**src/srank_pkg.sv**
```systemverilog
// Shared types and constants for the stable rank assigner.
package srank_pkg;

    localparam int DEPTH_DEF = 64;
    localparam int VALUE_W   = 32;
    localparam int RANK_W    = 6;

    // Sequencer states
    typedef enum logic [2:0] {
        S_LOAD,
        S_FETCH,
        S_PIVOT,
        S_SCAN,
        S_DRAIN,
        S_OUT
    } t_state;

    // Controls from the sequencer to the compare unit
    typedef struct packed {
        logic load_pivot;
        logic issue;
    } t_cmp_ctl;

endpackage

```
**src/srank_store.sv**
```systemverilog
// Value store: one write port, one registered read port.
module srank_store
    import srank_pkg::*;
#(
    parameter  int DEPTH = DEPTH_DEF,
    localparam int AW    = $clog2(DEPTH)
) (
    input  logic                      i_clk,
    input  logic                      i_wr_en,
    input  logic [AW-1:0]             i_wr_addr,
    input  logic signed [VALUE_W-1:0] i_wr_data,
    input  logic [AW-1:0]             i_rd_addr,
    output logic signed [VALUE_W-1:0] o_rd_data
);

    logic signed [VALUE_W-1:0] r_mem [DEPTH];
    logic signed [VALUE_W-1:0] r_rd_data;

    // write port
    always_ff @(posedge i_clk) begin
        if (i_wr_en) begin
            r_mem[i_wr_addr] <= i_wr_data;
        end
    end

    // registered read port
    always_ff @(posedge i_clk) begin
        r_rd_data <= r_mem[i_rd_addr];
    end

    assign o_rd_data = r_rd_data;

endmodule

```
**src/srank_cmp.sv**
```systemverilog
// Shared compare unit: one stored word against the pivot per cycle, counting hits.
module srank_cmp
    import srank_pkg::*;
#(
    parameter  int DEPTH = DEPTH_DEF,
    localparam int AW    = $clog2(DEPTH)
) (
    input  logic                      i_clk,
    input  logic                      i_rst_n,
    input  t_cmp_ctl                  i_ctl,
    input  logic [AW-1:0]             i_idx,
    input  logic [AW-1:0]             i_pivot_idx,
    input  logic signed [VALUE_W-1:0] i_rd_data,
    output logic [AW-1:0]             o_rank
);

    logic                      r_cv;
    logic [AW-1:0]             r_cj;
    logic signed [VALUE_W-1:0] r_pivot;
    logic [AW-1:0]             r_rank;
    logic                      n_hit;

    // read data arrives in the cycle after its address is issued
    always_ff @(posedge i_clk) begin
        if (!i_rst_n) begin
            r_cv <= 1'b0;
        end else begin
            r_cv <= i_ctl.issue;
        end
    end

    always_ff @(posedge i_clk) begin
        r_cj <= i_idx;
    end

    // smaller, or equal and earlier in the set
    always_comb begin
        n_hit = (i_rd_data < r_pivot) ||
                ((i_rd_data == r_pivot) && (r_cj < i_pivot_idx));
    end

    // pivot capture and rank count
    always_ff @(posedge i_clk) begin
        if (i_ctl.load_pivot) begin
            r_pivot <= i_rd_data;
            r_rank  <= '0;
        end else if (r_cv && n_hit) begin
            r_rank  <= r_rank + AW'(1);
        end
    end

    assign o_rank = r_rank;

endmodule

```
**src/srank_seq.sv**
```systemverilog
// Sequencer: loads the set, then walks pivot and scan indices for each result.
module srank_seq
    import srank_pkg::*;
#(
    parameter  int DEPTH = DEPTH_DEF,
    localparam int AW    = $clog2(DEPTH),
    localparam int CW    = $clog2(DEPTH + 1)
) (
    input  logic          i_clk,
    input  logic          i_rst_n,
    input  logic          i_valid,
    input  logic          i_last,
    output logic          o_ready,
    output logic          o_wr_en,
    output logic [AW-1:0] o_wr_addr,
    output logic [AW-1:0] o_rd_addr,
    output t_cmp_ctl      o_cmp_ctl,
    output logic [AW-1:0] o_pivot_idx,
    output logic          o_valid,
    input  logic          i_ready,
    output logic          o_last_rank,
    output logic          o_dropped
);

    t_state        r_state;
    t_state        n_state;
    logic [CW-1:0] r_count;
    logic          r_ovf;
    logic [AW-1:0] r_last_idx;
    logic [AW-1:0] r_i;
    logic [AW-1:0] r_j;
    logic          n_acc;
    logic          n_full;
    logic          n_last_i;

    assign n_acc    = (r_state == S_LOAD) && i_valid;
    assign n_full   = (r_count == CW'(DEPTH));
    assign n_last_i = (r_i == r_last_idx);

    // next state
    always_comb begin
        n_state = r_state;
        unique case (r_state)
            S_LOAD: begin
                if (i_valid && i_last) n_state = S_FETCH;
            end
            S_FETCH: n_state = S_PIVOT;
            S_PIVOT: begin
                n_state = (r_last_idx == '0) ? S_DRAIN : S_SCAN;
            end
            S_SCAN: begin
                if (r_j == r_last_idx) n_state = S_DRAIN;
            end
            S_DRAIN: n_state = S_OUT;
            S_OUT: begin
                if (i_ready) n_state = n_last_i ? S_LOAD : S_FETCH;
            end
            default: n_state = S_LOAD;
        endcase
    end

    always_ff @(posedge i_clk) begin
        if (!i_rst_n) begin
            r_state <= S_LOAD;
        end else begin
            r_state <= n_state;
        end
    end

    // outputs
    always_comb begin
        o_ready              = 1'b0;
        o_valid              = 1'b0;
        o_rd_addr            = r_i;
        o_cmp_ctl.load_pivot = 1'b0;
        o_cmp_ctl.issue      = 1'b0;
        unique case (r_state)
            S_LOAD:  o_ready = 1'b1;
            S_FETCH: o_rd_addr = r_i;
            S_PIVOT: begin
                o_rd_addr            = '0;
                o_cmp_ctl.load_pivot = 1'b1;
                o_cmp_ctl.issue      = 1'b1;
            end
            S_SCAN: begin
                o_rd_addr       = r_j;
                o_cmp_ctl.issue = 1'b1;
            end
            S_DRAIN: o_rd_addr = r_i;
            S_OUT:   o_valid = 1'b1;
            default: o_ready = 1'b0;
        endcase
    end

    assign o_wr_en     = n_acc && !n_full;
    assign o_wr_addr   = r_count[AW-1:0];
    assign o_pivot_idx = r_i;
    assign o_last_rank = n_last_i;
    assign o_dropped   = r_ovf;

    // fill count and overflow flag
    always_ff @(posedge i_clk) begin
        if (!i_rst_n) begin
            r_count <= '0;
            r_ovf   <= 1'b0;
        end else if (n_acc) begin
            if (n_full) begin
                r_ovf <= 1'b1;
            end else begin
                r_count <= r_count + CW'(1);
            end
        end else if ((r_state == S_OUT) && i_ready && n_last_i) begin
            r_count <= '0;
            r_ovf   <= 1'b0;
        end
    end

    // pivot and scan indices
    always_ff @(posedge i_clk) begin
        if (n_acc && i_last) begin
            r_last_idx <= n_full ? AW'(DEPTH - 1) : r_count[AW-1:0];
            r_i        <= '0;
        end else if ((r_state == S_OUT) && i_ready && !n_last_i) begin
            r_i <= r_i + AW'(1);
        end
        if (r_state == S_PIVOT) begin
            r_j <= AW'(1);
        end else if (r_state == S_SCAN) begin
            r_j <= r_j + AW'(1);
        end
    end

endmodule

```
**src/stable_rank_assigner.sv**
```systemverilog
// Top level of the stable rank assigner.
// Words are loaded one per cycle while o_ready is high; the word with i_last
// ends the set, after which o_ready stays low until every rank is delivered.
// For each rank of n stored words the sequencer reads the pivot, passes the
// shared comparator over all n words through the single read port of the
// value store, drains the last compare, then holds the rank until accepted.
// Ranks come out in arrival order; words beyond DEPTH are discarded and flag
// o_dropped on every rank of that set. The store needs no clearing pass.
module stable_rank_assigner
    import srank_pkg::*;
#(
    parameter  int DEPTH = DEPTH_DEF,
    localparam int AW    = $clog2(DEPTH)
) (
    input  logic                      i_clk,
    input  logic                      i_rst_n,
    input  logic                      i_valid,
    output logic                      o_ready,
    input  logic signed [VALUE_W-1:0] i_value,
    input  logic                      i_last,
    output logic                      o_valid,
    input  logic                      i_ready,
    output logic [RANK_W-1:0]         o_rank,
    output logic                      o_last_rank,
    output logic                      o_dropped
);

    logic                      wr_en;
    logic [AW-1:0]             wr_addr;
    logic [AW-1:0]             rd_addr;
    logic signed [VALUE_W-1:0] rd_data;
    t_cmp_ctl                  cmp_ctl;
    logic [AW-1:0]             pivot_idx;
    logic [AW-1:0]             rank;

    // sequencer
    srank_seq #(.DEPTH(DEPTH)) u_seq (
        .i_clk       (i_clk),
        .i_rst_n     (i_rst_n),
        .i_valid     (i_valid),
        .i_last      (i_last),
        .o_ready     (o_ready),
        .o_wr_en     (wr_en),
        .o_wr_addr   (wr_addr),
        .o_rd_addr   (rd_addr),
        .o_cmp_ctl   (cmp_ctl),
        .o_pivot_idx (pivot_idx),
        .o_valid     (o_valid),
        .i_ready     (i_ready),
        .o_last_rank (o_last_rank),
        .o_dropped   (o_dropped)
    );

    // value store
    srank_store #(.DEPTH(DEPTH)) u_store (
        .i_clk     (i_clk),
        .i_wr_en   (wr_en),
        .i_wr_addr (wr_addr),
        .i_wr_data (i_value),
        .i_rd_addr (rd_addr),
        .o_rd_data (rd_data)
    );

    // shared comparator and rank counter
    srank_cmp #(.DEPTH(DEPTH)) u_cmp (
        .i_clk       (i_clk),
        .i_rst_n     (i_rst_n),
        .i_ctl       (cmp_ctl),
        .i_idx       (rd_addr),
        .i_pivot_idx (pivot_idx),
        .i_rd_data   (rd_data),
        .o_rank      (rank)
    );

    assign o_rank = RANK_W'(rank);

endmodule

```
**config.mk**
```make
export PLATFORM = sky130hd
export DESIGN_NAME = stable_rank_assigner
export DESIGN_NICKNAME = d
export VERILOG_FILES = /design/src/srank_pkg.sv /design/src/srank_store.sv /design/src/srank_cmp.sv /design/src/srank_seq.sv /design/src/stable_rank_assigner.sv
export SDC_FILE = /design/constraint.sdc
export NUM_CORES = 2
export LEC_CHECK = 0
export ABC_AREA = 0
export CORE_UTILIZATION = 37
export CTS_CLUSTER_DIAMETER = 50
export DETAILED_ROUTE_END_ITERATION = 10
export DONT_BUFFER_PORTS = 1
export PLACE_DENSITY = 0.6
export SYNTH_ARGS = -nofsm -noshare
export SYNTH_HDL_FRONTEND = slang
export SYNTH_SLANG_ARGS = --single-unit
export TNS_END_PERCENT = 30
```
**constraint.sdc**
```tcl
create_clock -name i_clk -period 11 [get_ports i_clk]
set_clock_uncertainty 0.2 [all_clocks]
set_input_delay 1.65 -clock i_clk [delete_from_list [all_inputs] [get_ports i_clk]]
set_output_delay 1.65 -clock i_clk [all_outputs]
set_load 0.005 [all_outputs]
```
==> metrics.txt <==
status=completed; cell area power density=172 nW/um^2; core area=between 200000 and 250000 um^2; Total Routing Usage GR=0.203; DRT antenna net count=0; CTS root buffer=clkbuf_16; Port Buffers=0; Static Leakage=31.9 nW; H-tree lvl count=4; Mapped Cells=6669; Post-synth EDFFs=2086; syn nets=6748; min setup slack post-route=4870 ps; CP top delay family=buffers and inverters; unrepaired setup endpoints after global routing=false; DP Wirelength=117000 um; area grow syn2layout=11.9%; post-route clock period utilization=0.557; Post-CTS Setup Inserts=0; Clock Pin Slew Worst Setup and Hold Paths=60 ps; min-delay worst type=flip-flop to flip-flop; reg2reg start=u_seq.r_state[1]; drc violations=0; worst skew pair latency=just under 900 ps; DRT iter0 DRCs=around 6000; clock power share=0.428; sequential area share after synthesis=0.748; sw frac=0.210; # rows=176; crit start category=flip-flop; Via density=between 5 and 6; DRT Pass-1 Iters=6; CP Buf/Inv Count=3; starting density of the core=0.372; multi-input logic area=20000 um^2; synth top area cells=edfxtp_1, nand2_1, nand3_1, a311oi_1, dfxtp_1; max-cap violation count=0; Placed Instances=9363; most frequent cells in the layout=nand2_1, edfxtp_1, nand3_1; share of flip-flops with an asynchronous set or reset after synthesis=0; post-synth top area share=0.732; placed instance area=88900 um^2; Pint=~13 mW; grt ovf=0; WL/cell=24.6 um; leading cell type in the layout, fill and taps excluded=nand2_1; initial antenna violation count=7; Logic pwr share=0.020; CP Launch Point=u_seq.r_state[1]; mean post-synth cell area=12.8 um^2; full die area=233000 um^2; num ports=47; final-layout fill cell count=21075; CP max stage delay=980 ps; CTS Hold Buffers Added=0; worst slack, placed=5150 ps; CP dominant cell by count=buf_4; min-delay src=u_store.o_rd_data[31]; Register Area=64000 um^2; largest net degree at the start of global routing=187; TNS Setup=0 ps; net switching power=3.46 mW; CTS-repair resized insts=0; leading area contributor after synthesis=edfxtp_1; RD Place Congestion=0.816; Required @ worst endpoint=around 11000 ps; critical path capture point type=flip-flop; clk buf depth=3; # nets final=6632; clock sinks=2154; CTS buffer count=214; Top FF cell, synth=edfxtp_1; share of cells above drive strength 1=0.0756; crit path DAT=6600 ps; Synth warnings=0; Synth Register Bits=roughly 2200; Period minus WS final=roughly 6100 ps; Crit Path Max Fanout=74; Design Area, Final=95800 um^2; CP Cell Sequence=nand2b_2, nand2_1, o21a_4, buf_4, buf_4, buf_4, and3_1, a311oi_1, a311oi_1, a31oi_1, a22oi_1, nand2_1; vias in the first global route=51865; wirelength, routed=240000 um; Worst Tran Pin Value=1300 ps; slowest CP cell=a22oi_1; Vias=between 50000 and 60000; VDD IR max=158 uV; first-pass GRT wire length=351000 um; CTS tree=built; Final Max Tran Viols=0; Rel. slew slack=0.131; DIE WIDTH=483 um; die span in y=483 um; Hold Violations, Final=0; final setup fails=0; non-filler instance count after layout=9767; WS Path Type=flip-flop to flip-flop; FMAX=163 MHz; Final Util=0.417; Sequential Power Share=0.551; synthesized area=85600 um^2; Synth cell types=49
==> state kept, by name (all words and copies together) (netlist names) <==
| name | flops |
|---|---|
| u_store.o_rd_data | 32 |
| u_seq.o_pivot_idx | 6 |
| u_cmp.r_cj | 6 |
| u_store.r_mem | 2048 |
| u_seq.r_state | 3 |
| u_seq.r_last_idx | 6 |
| u_cmp.r_cv | 1 |
| u_cmp.o_rank | 6 |
| u_seq.r_count | 7 |
| u_seq.o_dropped | 1 |
| u_cmp.r_pivot | 32 |
| u_seq.r_j | 6 |
==> cell families (layout without fill, tap and decap cells) <==
kind of cell,count (synthesis),after routing,share of synthesized area
AOI/OAI and AO/OA,473,473,0.0444
xor gates and xnor gates,24,24,0.00246
adders and majority gates,42,42,0.00614
buffers and inverters,497,562,0.0255
DFF,2154,2154,0.748
muxes,3,3,0.000351
other,0,7,0
and+or+nand+nor,3476,3476,0.173
==> synth_stat cells, types with 3 or more instances <==
cell	number
mux2i_1	3
clkbuf_1	188
o21a_1	5
buf_1	17
xnor2_1	16
a311oi_1	320
nor3_1	5
a21o_1	4
a22oi_1	33
ha_1	42
buf_2	243
a21oi_1	23
dfxtp_1	68
xor2_1	8
nand3b_1	3
nor2b_1	4
o21ai_0	9
edfxtp_1	2086
nand3_1	1045
inv_1	44
a31oi_1	65
and2_1	5
or2_2	7
or3_1	7
nand2_1	2115
and3_1	131
nand4_1	11
nor2_1	130
nor4_1	3
==> power groups by stage <==
| stage | registers, mW | clock network (mW) | logic [mW] |
|---|---|---|---|
| final | 9.09 | 7.06 | 0.336 |
| after global routing | 9.09 | 7.47 | 0.373 |
| after CTS | 9.09 | 7.16 | 0.336 |
| after global placement | 9.26 | 0 | 0.330 |
| after detailed placement | 9.26 | 0 | 0.335 |
| after floorplan | 9.24 | 0 | 0.240 |
==> per-stage QoR <==
| step | total power [mW] | hold slack, ps |
|---|---|---|
| 2_1_floorplan | 9.48 | 208 |
| 3_3_place_gp | 9.59 | 221 |
| 3_5_place_dp | 9.60 | 230 |
| 4_1_cts | 16.6 | 247 |
| 5_1_grt | 16.9 | 251 |
| 6_report | 16.5 | 245 |
==> final cells by class <==
cell class	count	share of cell area
Timing Repair Buffer	119	0.0105
Tap cell	3026	0.0395
Clock buffer	286	0.0608
Antenna cell	7	0.000183
Inverter	46	0.00210
Multi-Input combinational cell	4018	0.208
Clock inverter	111	0.0104
Sequential cell	2154	0.668
==> worst paths after layout <==
kind | cells after the start | slack [ps] | end
setup / recovery | 12 | 4870 | u_store.o_rd_data[15]
hold / removal | 0 | 250 | u_cmp.r_pivot[31]
hold reg to reg | 0 | 250 | u_cmp.r_pivot[31]
setup reg to reg | 12 | 4870 | u_store.o_rd_data[15]
==> routing by layer <==
metal	track usage	part of all wire	vias up	wire length, um
li1	-	-	24199	-
met1	0.278	0.42	27553	101000
met2	0.332	0.48	2235	114000
met3	0.0330	0.078	343	18700
met4	0.0580	0.026	0	6260
met5	0	0	-	0
(Power assumes the default switching activity.)
